### src/ubxfr_pkg.sv
package ubxfr_pkg;

  localparam int MAX_FRAME = 4096;

  localparam int CNT_W = 17;

  localparam logic [7:0] SYNC_FIRST  = 8'hB5;
  localparam logic [7:0] SYNC_SECOND = 8'h62;

  localparam logic [15:0] TYPE_NAV_SOLUTION   = 16'h0106;
  localparam logic [15:0] TYPE_TRACK_MEAS     = 16'h0310;
  localparam logic [15:0] TYPE_TRACK_SUBFRAME = 16'h030F;

  localparam logic [1:0] ST_OK       = 2'd0;
  localparam logic [1:0] ST_CHECKSUM = 2'd1;
  localparam logic [1:0] ST_TOO_LONG = 2'd2;

  localparam logic [1:0] KIND_OTHER    = 2'd0;
  localparam logic [1:0] KIND_NAV_SOL  = 2'd1;
  localparam logic [1:0] KIND_TRK_MEAS = 2'd2;
  localparam logic [1:0] KIND_TRK_SFRM = 2'd3;

  localparam logic [CNT_W-1:0] POS_HUNT     = CNT_W'(0);
  localparam logic [CNT_W-1:0] POS_CLASS    = CNT_W'(2);
  localparam logic [CNT_W-1:0] POS_ID       = CNT_W'(3);
  localparam logic [CNT_W-1:0] POS_LEN_LO   = CNT_W'(4);
  localparam logic [CNT_W-1:0] POS_LEN_HI   = CNT_W'(5);
  localparam logic [CNT_W-1:0] FRAME_EXTRA  = CNT_W'(8);
  localparam logic [CNT_W-1:0] CHECK_BYTES  = CNT_W'(2);
  localparam logic [CNT_W-1:0] MAX_FRAME_C  = CNT_W'(MAX_FRAME);

  typedef struct packed {
    logic [1:0]  status;
    logic [7:0]  msg_class;
    logic [7:0]  msg_id;
    logic [15:0] payload_len;
    logic [1:0]  msg_kind;
  } result_t;

  function automatic logic [1:0] classify(input logic [7:0] cls, input logic [7:0] id);
    logic [15:0] msg_type;
    logic [1:0]  kind;
    msg_type = {cls, id};
    if (msg_type == TYPE_NAV_SOLUTION) begin
      kind = KIND_NAV_SOL;
    end else if (msg_type == TYPE_TRACK_MEAS) begin
      kind = KIND_TRK_MEAS;
    end else if (msg_type == TYPE_TRACK_SUBFRAME) begin
      kind = KIND_TRK_SFRM;
    end else begin
      kind = KIND_OTHER;
    end
    return kind;
  endfunction

endpackage

### src/ubxfr_frame_parser.sv
module ubxfr_frame_parser
  import ubxfr_pkg::*;
(
  input  logic       clk,
  input  logic       rst_n,
  input  logic [7:0] data_byte,
  input  logic       advance,
  output logic       emit,
  output result_t    result
);

  logic [7:0]       prev_byte_r,    prev_byte_nxt;
  logic [CNT_W-1:0] byte_count_r,   byte_count_nxt;
  logic [CNT_W-1:0] frame_length_r, frame_length_nxt;
  logic [7:0]       check_a_r,      check_a_nxt;
  logic [7:0]       check_b_r,      check_b_nxt;
  logic [7:0]       class_r,        class_nxt;
  logic [7:0]       id_r,           id_nxt;
  logic [7:0]       recv_check_a_r, recv_check_a_nxt;
  logic [7:0]       sum_a;
  logic [7:0]       sum_b;
  logic [1:0]       status;

  assign sum_a = check_a_r + data_byte;
  assign sum_b = check_b_r + sum_a;

  always_comb begin
    prev_byte_nxt    = prev_byte_r;
    byte_count_nxt   = byte_count_r;
    frame_length_nxt = frame_length_r;
    check_a_nxt      = check_a_r;
    check_b_nxt      = check_b_r;
    class_nxt        = class_r;
    id_nxt           = id_r;
    recv_check_a_nxt = recv_check_a_r;
    emit             = 1'b0;
    status           = ST_OK;
    if (byte_count_r == POS_HUNT) begin
      prev_byte_nxt = data_byte;
      if (prev_byte_r == SYNC_FIRST && data_byte == SYNC_SECOND) begin
        byte_count_nxt = POS_CLASS;
        check_a_nxt    = 8'd0;
        check_b_nxt    = 8'd0;
      end
    end else begin
      byte_count_nxt = byte_count_r + CNT_W'(1);
      if (byte_count_r <= POS_LEN_HI) begin
        check_a_nxt = sum_a;
        check_b_nxt = sum_b;
        unique case (byte_count_r)
          POS_CLASS:  class_nxt = data_byte;
          POS_ID:     id_nxt    = data_byte;
          POS_LEN_LO: frame_length_nxt = {{(CNT_W-8){1'b0}}, data_byte};
          POS_LEN_HI: begin
            frame_length_nxt = {1'b0, data_byte, frame_length_r[7:0]} + FRAME_EXTRA;
            if (frame_length_nxt > MAX_FRAME_C) begin
              byte_count_nxt = POS_HUNT;
              emit           = 1'b1;
              status         = ST_TOO_LONG;
            end
          end
          default: ;
        endcase
      end else if (byte_count_r < frame_length_r - CHECK_BYTES) begin
        check_a_nxt = sum_a;
        check_b_nxt = sum_b;
      end else if (byte_count_r == frame_length_r - CHECK_BYTES) begin
        recv_check_a_nxt = data_byte;
      end else begin
        byte_count_nxt = POS_HUNT;
        emit           = 1'b1;
        status = (recv_check_a_r == check_a_r && data_byte == check_b_r) ? ST_OK : ST_CHECKSUM;
      end
    end
  end

  always_comb begin
    result.status      = status;
    result.msg_class   = class_nxt;
    result.msg_id      = id_nxt;
    result.payload_len = 16'(frame_length_nxt - FRAME_EXTRA);
    result.msg_kind    = classify(class_nxt, id_nxt);
  end

  always_ff @(posedge clk) begin
    if (!rst_n) begin
      prev_byte_r    <= 8'd0;
      byte_count_r   <= POS_HUNT;
      frame_length_r <= '0;
      check_a_r      <= 8'd0;
      check_b_r      <= 8'd0;
      class_r        <= 8'd0;
      id_r           <= 8'd0;
      recv_check_a_r <= 8'd0;
    end else if (advance) begin
      prev_byte_r    <= prev_byte_nxt;
      byte_count_r   <= byte_count_nxt;
      frame_length_r <= frame_length_nxt;
      check_a_r      <= check_a_nxt;
      check_b_r      <= check_b_nxt;
      class_r        <= class_nxt;
      id_r           <= id_nxt;
      recv_check_a_r <= recv_check_a_nxt;
    end
  end

endmodule

### src/ubxfr_result_reg.sv
module ubxfr_result_reg
  import ubxfr_pkg::*;
(
  input  logic    clk,
  input  logic    rst_n,
  input  logic    load,
  input  result_t load_data,
  output logic    free,
  output logic    out_valid,
  input  logic    out_stall,
  output result_t out_data
);

  logic    valid_r, valid_nxt;
  result_t data_r;

  assign free = !valid_r || !out_stall;

  always_comb begin
    valid_nxt = valid_r;
    if (free) begin
      valid_nxt = load;
    end
  end

  always_ff @(posedge clk) begin
    if (!rst_n) begin
      valid_r <= 1'b0;
    end else begin
      valid_r <= valid_nxt;
    end
  end

  always_ff @(posedge clk) begin
    if (load) begin
      data_r <= load_data;
    end
  end

  assign out_valid = valid_r;
  assign out_data  = data_r;

endmodule

### src/ubx_frame_receiver_core.sv
// Frame receiver for a binary GNSS serial stream with 0xB5 0x62 sync.
// Input channel: one received byte per transfer on in_data_byte, flow
// controlled by in_valid / in_stall. Output channel: one result per frame
// (status, class, id, payload length, message kind) by out_valid / out_stall.
// A byte is held in an input register, then parsed combinationally against the
// frame state and checksum; a frame result lands in an output register.
// Throughput: one byte per cycle, sustained, as long as out_stall stays low.
// The result of the last byte of a frame (or of the high length byte for an
// oversized frame) passes the input register, then the output register,
// before it shows on out_valid.
// While a result waits under out_stall, bytes that finish no frame keep
// flowing; a byte that would finish a frame holds in the input register and
// in_stall rises until the pending result is taken.
// Reset (rst_n low, synchronous) empties both registers, clears the checksum
// and frame state and starts hunting for sync.
module ubx_frame_receiver_core
  import ubxfr_pkg::*;
(
  input  logic        clk,
  input  logic        rst_n,
  input  logic        in_valid,
  output logic        in_stall,
  input  logic [7:0]  in_data_byte,
  output logic        out_valid,
  input  logic        out_stall,
  output logic [1:0]  out_status,
  output logic [7:0]  out_msg_class,
  output logic [7:0]  out_msg_id,
  output logic [15:0] out_payload_len,
  output logic [1:0]  out_msg_kind
);

  logic       in_valid_r;
  logic [7:0] in_byte_r;
  logic       emit;
  logic       out_free;
  logic       advance;
  result_t    result;
  result_t    out_data;

  assign advance  = in_valid_r && (!emit || out_free);
  assign in_stall = in_valid_r && !advance;

  always_ff @(posedge clk) begin
    if (!rst_n) begin
      in_valid_r <= 1'b0;
    end else if (!in_stall) begin
      in_valid_r <= in_valid;
    end
  end

  always_ff @(posedge clk) begin
    if (!in_stall && in_valid) begin
      in_byte_r <= in_data_byte;
    end
  end

  ubxfr_frame_parser u_parser (
    .clk       (clk),
    .rst_n     (rst_n),
    .data_byte (in_byte_r),
    .advance   (advance),
    .emit      (emit),
    .result    (result)
  );

  ubxfr_result_reg u_result (
    .clk       (clk),
    .rst_n     (rst_n),
    .load      (advance && emit),
    .load_data (result),
    .free      (out_free),
    .out_valid (out_valid),
    .out_stall (out_stall),
    .out_data  (out_data)
  );

  assign out_status      = out_data.status;
  assign out_msg_class   = out_data.msg_class;
  assign out_msg_id      = out_data.msg_id;
  assign out_payload_len = out_data.payload_len;
  assign out_msg_kind    = out_data.msg_kind;

  a_emit_lands: assert property (@(posedge clk) disable iff (!rst_n)
    advance && emit |=> out_valid)
    else $error("frame result not registered");

  a_too_long_len: assert property (@(posedge clk) disable iff (!rst_n)
    out_valid && out_status == ST_TOO_LONG |->
      ({1'b0, out_payload_len} + FRAME_EXTRA) > MAX_FRAME_C)
    else $error("oversize status on a frame within bound");

  a_ok_len: assert property (@(posedge clk) disable iff (!rst_n)
    out_valid && out_status != ST_TOO_LONG |->
      ({1'b0, out_payload_len} + FRAME_EXTRA) <= MAX_FRAME_C)
    else $error("completed frame exceeds bound");

  a_no_status3: assert property (@(posedge clk) disable iff (!rst_n)
    out_valid |-> out_status == ST_OK || out_status == ST_CHECKSUM ||
      out_status == ST_TOO_LONG)
    else $error("undefined status code");

endmodule

### config.mk
export PLATFORM = sky130hd
export DESIGN_NAME = ubx_frame_receiver_core
export DESIGN_NICKNAME = d
export VERILOG_FILES = /design/src/ubxfr_pkg.sv /design/src/ubxfr_frame_parser.sv /design/src/ubxfr_result_reg.sv /design/src/ubx_frame_receiver_core.sv
export SDC_FILE = /design/constraint.sdc
export NUM_CORES = 1
export LEC_CHECK = 0
export BUFFER_PORTS_ARGS = -buffer_cell sky130_fd_sc_hd__buf_2
export CELL_PAD_IN_SITES_DETAIL_PLACEMENT = 1
export CELL_PAD_IN_SITES_GLOBAL_PLACEMENT = 2
export CORE_UTILIZATION = 41
export DETAILED_ROUTE_END_ITERATION = 10
export PLACE_DENSITY = 0.84
export SLEW_MARGIN = 0
export SYNTH_ARGS = -nofsm -noshare
export SYNTH_HDL_FRONTEND = slang
export SYNTH_SLANG_ARGS = --single-unit
### constraint.sdc
create_clock -name clk -period 7.5 [get_ports clk]
set_input_delay 1.875 -clock clk [delete_from_list [all_inputs] [get_ports clk]]
set_output_delay 1.875 -clock clk [all_outputs]
set_load 0.05 [all_outputs]
==> implementation parameters, run 1 <==
Parameter                              Value

CTS
  Sink count of the clock tree    128
  H-tree depth    4
  Number of gates given a new drive strength after cts    0
  Clock latency on the worst-skew pair    430 ps
  Clock slew at the register clock pins of the worst setup and hold paths    60 ps
  Hold-fix buffer count after cts    0
  Setup fix buffers added after clock tree synthesis    0
  Clock buffer count from CTS    17
  Clock Path Buffers    2
  TritonCTS clock tree    built
  Buffer cell driving the clock tree root    clkbuf_16

Final layout
  Final nets    916
  Area delta synth->final    13.3%
  Most frequent cells in the layout    84 x dfxtp_1, 79 x nor2_1, 69 x nand2_1, 49 x buf_2, 48 x xnor2_1
  Number of antenna repair diodes    0
  Layout cell share with drive strength beyond 1    roughly 14%
  Max FFs per register    36
  End-of-flow core utilization    47.4%
  Commonest non-fill, non-tap cell in the layout    dfxtp_1

Critical path
  Reg2reg start    u_parser.frame_length_r[3]
  Element type at the critical path end    output pin
  RR Endpoint    u_result.out_data[6]
  Worst reg-to-reg setup slack    2120 ps
  Arrival time worst endpoint    4640 ps
  CP max FO    11
  Crit Path Class    flop to output pin
  Register-to-Register Path Depth    20
  Type of element launching the critical path    flop
  CP Data Required Time    roughly 5600 ps

Timing
  Maximum achievable frequency    153 MHz
  Skew final    approximately 12 ps
  Worst-Margin Slew    1040 ps
  Count of final setup violators    0
  Min cycle time layout    approximately 6500 ps
  Setup repair after global routing missed its margin    no
  Slew Limit Fails    0
  Slew HR    a little under a third
  Period utilization    86.9%
  Setup TNS Final    0 ps
  Count of endpoints failing hold in the final timing report    0

Synth
  Number of warnings printed during yosys synthesis    0
  Distinct cells, synth    76
  Synth Cell Area    about 7500 um2
  Mapped Nets    888
  Share of flip-flops with an asynchronous set or reset after synthesis    0%
  Synthesized instance count    834
  Number of synthesized register bits    128
  Mean Syn Cell Area    9.01 um2
  Sequential cell area fraction in the yosys report    40.0%
  Leading register cell type out of synthesis    dfxtp_1
  Post-synth EDFFs    44

Floorplanning
  Horizontal die dimension    137 um
  Cell Rows    49
  Top-Level Pins    50
  Die Outline Area    18,900 um2
  Starting utilization of the core area    41.8%
  Die height    137 um
  Core area    18,000 um2

Placement
  DPL Wire Length    between 15 and 20 mm
  Global placement routability congestion    0.867
  PortBufs    a little under 50

Status
  Result of the run    complete, no violations

Routing
  Number of violations reported at the end of detailed-routing iteration 0    ~250
  Total detailed-routing wirelength    21.9 mm
  Detailed-router iteration count before antenna repair    4
  Residual DRC count    0
  Post-DRT Antenna Nets    0
  Wire length per cell after detailed routing    19.8 um
  Number of vias in the routed layout    6,391
  Via density per instance    between 5 and 6

Run
  MaxCap Viol Count    0

Worst hold path
  Hold WC Path Type    flop to flop
  Endpoint of the worst hold-timing path    u_parser.prev_byte_r[4]
  Hold path startpoint    u_parser.prev_byte_r[4]
  Worst hold path depth    2

Power
  Power per cell area    212 nW/um2
  Max IR drop VDD    approximately 0.15 mV
  Static leakage    3.22 nW

Global routing
  Global-route wire length before repair    between 30 and 40 mm
  Number of antenna violations at the first check in global routing    0
  Via count of the first global-routing pass    6,413
  Aggregate global-route resource usage    24.5%
  GRT Residual Overflow    0
  Pin count of the biggest net entering global routing    52
## critical path: stages (launching register included)
cell	delay (ps)
dfxtp_1	550
inv_1	140
ha_1	220
inv_1	50
o21ai_0	120
or2_2	310
nor2_1	150
and3_1	230
nand2b_1	80
xor2_1	140
ha_1	300
and4_1	210
nor4b_1	160
a221oi_1	230
o21ai_0	250
a21boi_4	250
nor3b_1	460
buf_2	360
## where the power goes
part           leakage (nW)  internal (mW)  switching, mW
registers              1.08          0.735         0.0209
clock network         0.301          0.510          0.350
logic                  1.83         0.0729          0.113
## synthesized netlist by cell type, types with 3 or more instances
library cell	instances	area, um2
or2_2	4	25.0
xor2_1	17	149
mux2i_1	19	190
nand2_1	69	259
buf_6	3	33.8
o21ai_1	3	15.0
a21o_1	7	52.6
o41ai_2	3	48.8
o41ai_1	4	35.0
o211ai_1	16	120
nand2b_1	5	31.3
buf_1	3	11.3
buf_2	12	60.1
nand3_1	44	220
or3_1	3	18.8
o31a_1	3	26.3
nor4_1	10	62.6
mux2_2	11	124
a22o_1	8	70.1
o21ai_0	36	180
and4_1	3	26.3
a21oi_1	46	230
edfxtp_1	44	1320
dfxtp_1	84	1680
nor3_1	32	160
xnor2_1	48	420
nand4_1	16	100
a221oi_1	3	26.3
o21a_1	5	37.5
inv_1	37	139
nor2_1	79	297
and3_1	18	113
clkbuf_1	32	120
a211oi_1	15	113
ha_1	40	500
## final cells by class
cell class | instances | area, um2
fillers | 2099 | 9450
multi-input cells | 616 | 4140
flip-flops and latches | 128 | 3000
clock buffers | 18 | 439
repair buffers | 61 | 335
well taps | 229 | 287
clock inverters | 14 | 168
inverters | 38 | 143
## kinds of logic (layout without fill, tap and decap cells)
kind of cell / Yosys count / in the layout / share of synthesized area, %
simple gates: 303 / 303 / 19.9
compound gates: 176 / 176 / 16.1
flops: 128 / 128 / 40.0
buf+inv: 90 / 131 / 5.10
xor+xnor: 65 / 65 / 7.58
fa+ha+maj: 42 / 42 / 7.20
mux: 30 / 30 / 4.18
## routing by layer
metal,wire [um],up-vias,part of all wire [%],global-route usage [%]
li1,-,3068,-,-
met4,627,0,2.9,11.2
met1,9540,3163,44,29.9
met5,0,-,0,0
met3,701,44,3.2,4.08
met2,11000,116,50,41.9
## metrics by stage
stage               instances  power [mW]  hold WS [ps]  cell area [um2]  setup WS (ps)
global route             1104        1.87           484             8510            640
global placement         1072       0.946           443             7900           1570
floorplan                 834       0.901           431             7510           1460
CTS                      1104        1.82           467             8510            935
finish                   1104        1.80           464             8510            985
detailed placement       1072       0.957           457             7900           1420
## how the worst max path moves through the flow
stage	from	endpoint	slack [ps]
floorplan	u_parser.frame_length_r[3]	in_stall	1460
global placement	u_parser.frame_length_r[3]	in_stall	1570
detailed placement	u_parser.frame_length_r[3]	in_stall	1420
CTS	u_parser.frame_length_r[3]	in_stall	930
global route	u_parser.frame_length_r[3]	in_stall	640
finish	u_parser.frame_length_r[3]	in_stall	980
(Power assumes the default switching activity.)
==> run 2: changes to the inputs <==
Settings changed: BUFFER_PORTS_ARGS -buffer_cell sky130_fd_sc_hd__buf_2 to unset, CORE_UTILIZATION 41 to 43, DONT_BUFFER_PORTS set to 1.
==> run 2 against run 1 <==
Effect of this change: combinational power barely moved; first-iteration DRC count rose by 30%; hold slack better by 1.7 ps; clock power is 2.8% lower; via count is 1.8% lower; utilization rose by 1.6 points; clock skew down 1.4 ps; die area down 4.6%; worst setup slack worse by 220 ps; final area decreased by 3.1%; maximum frequency is 3.2% lower; register-to-register slack worse by 600 ps.
==> implementation parameters, run 2 (synthesis gave the netlist of run 1 again) <==
Parameter                              Value

CTS
  Buffer cell driving the clock tree root    clkbuf_16
  Clock latency on the worst-skew pair    430 ps
  Clock slew at the register clock pins of the worst setup and hold paths    60 ps
  Number of gates given a new drive strength after cts    0
  TritonCTS clock tree    built
  Clock buffer count from CTS    17
  Clock Path Buffers    2
  Hold-fix buffer count after cts    0
  Setup fix buffers added after clock tree synthesis    0
  Sink count of the clock tree    128
  H-tree depth    4

Final layout
  Number of antenna repair diodes    0
  End-of-flow core utilization    49.0%
  Final nets    867
  Layout cell share with drive strength beyond 1    9.32%
  Most frequent cells in the layout    84 x dfxtp_1, 79 x nor2_1, 69 x nand2_1, 48 x xnor2_1, 46 x a21oi_1
  Post-route insts no fill    1,046
  Area delta synth->final    9.74%
  Max FFs per register    36
  Final-layout fill cell count    1,978
  Commonest non-fill, non-tap cell in the layout    dfxtp_1

Global routing
  Number of antenna violations at the first check in global routing    0
  Via count of the first global-routing pass    between 6,000 and 7,000
  Pin count of the biggest net entering global routing    52
  GRT Residual Overflow    0
  Aggregate global-route resource usage    24.8%
  Global-route wire length before repair    approximately 34 mm

Run
  MaxCap Viol Count    0

Timing
  Setup TNS Final    0 ps
  Worst-Margin Slew    1310 ps
  Count of endpoints failing hold in the final timing report    0
  Period utilization    around nine tenths
  Slew HR    12.8%
  Maximum achievable frequency    149 MHz
  Setup repair after global routing missed its margin    no
  Min cycle time layout    6730 ps
  Slew Limit Fails    0
  Count of final setup violators    0
  Skew final    10.8 ps

Critical path
  Arrival time worst endpoint    4860 ps
  Crit Path Class    flop to output pin
  Element type at the critical path end    output pin
  Count of buffer and inverter cells on the critical path    2
  Critical path's top delay family    simple AND/OR/NAND/NOR gates
  Critical-path top delay cell    nor3b_2
  Highest cell delay on the worst timing path    around 840 ps
  CP max FO    11
  Type of element launching the critical path    flop
  CP Data Required Time    5620 ps
  Worst-path cell chain    inv_1 > ha_1 > inv_1 > o21ai_0 > or2_2 > nor2_1 > and3_1 > nand2b_1 > xor2_1 > ha_1 > and4_1 > nor4b_1 > a221oi_1 > o21ai_0 > a21boi_4 > nor3b_2

Power
  Power per cell area    215 nW/um2
  Static leakage    3.01 nW
  Max IR drop VDD    0.207 mV

Routing
  Residual DRC count    0
  Number of violations reported at the end of detailed-routing iteration 0    around 330
  Wire length per cell after detailed routing    20.8 um
  Total detailed-routing wirelength    approximately 22 mm
  Detailed-router iteration count before antenna repair    5
  Post-DRT Antenna Nets    0
  Number of vias in the routed layout    6,277
  Via density per instance    approximately 6.0

Placement
  DPL Wire Length    15.3 mm
  PortBufs    0
  Global placement routability congestion    0.859
  Number of placed instances with taps included    between 1,000 and 1,500

Floorplanning
  Horizontal die dimension    134 um
  Cell Rows    47
  Die Outline Area    approximately 18,000 um2
  Die height    ~130 um
  Starting utilization of the core area    between 40 and 50%
  Top-Level Pins    50
  Core area    16,800 um2

Worst hold path
  Hold WC Path Type    flop to flop

Status
  Result of the run    complete, no violations
-- run 2: cell count changes in the layout (fill, tap and decap cells not counted), moves of 2 or more --
| cell | before | now |
|---|---|---|
| buf_2 | 49 | 0 |
| clkinv_4 | 4 | 0 |
| clkinvlp_4 | 0 | 3 |
| inv_8 | 2 | 4 |
-- run 2: where the power goes --
group	leakage [nW]	internal [mW]	switching, mW	total (mW)
registers	1.08	0.735	0.0186	0.753
clock network	0.282	0.473	0.363	0.836
logic	1.64	0.0710	0.114	0.185
-- run 2: path summary, 6_finish.rpt --
kind	start	end	slack, ps	cells after the start
worst max-delay path	u_parser.frame_length_r[3]	in_stall	770	16
worst min-delay path	u_parser.prev_byte_r[1]	u_parser.prev_byte_r[1]	470	2
worst max register to register	u_parser.frame_length_r[3]	u_result.out_data[34]	1520	20
worst min register to register	u_parser.prev_byte_r[1]	u_parser.prev_byte_r[1]	470	2
-- run 2: cell type report --
type,count,area [um2],share of cell area [%]
sequential,128,3000,36.4
clock inverter,15,166,2.02
clock buffer,17,425,5.16
tap,220,275,3.34
multi-input combinational,616,4140,50.2
timing repair buffer,12,90.1,1.09
inverter,38,143,1.73
-- run 2: metrics by stage --
step / power, mW / hold slack (ps) / setup WS, ps / area [um2]
floorplan: 0.901 / 431 / 1460 / 7510
global placement: 0.940 / 441 / 1570 / 7650
detailed placement: 0.951 / 453 / 1320 / 7650
CTS: 1.79 / 463 / 775 / 8240
global route: 1.83 / 485 / 449 / 8240
finish: 1.77 / 465 / 766 / 8240
-- run 2: worst min-delay path, cell delays in order, from the launching register on --
cell,delay (ps)
dfxtp_1,310
nand2_1,50
a21oi_1,50
-- run 2: routing by layer --
metal | wire length [um] | vias to the layer above | global-route usage [%]
li1 | - | 2974 | -
met1 | 9740 | 3136 | 31.6
met2 | 10800 | 144 | 42.5
met3 | 852 | 23 | 4.46
met4 | 324 | 0 | 8.05
met5 | 0 | - | 0
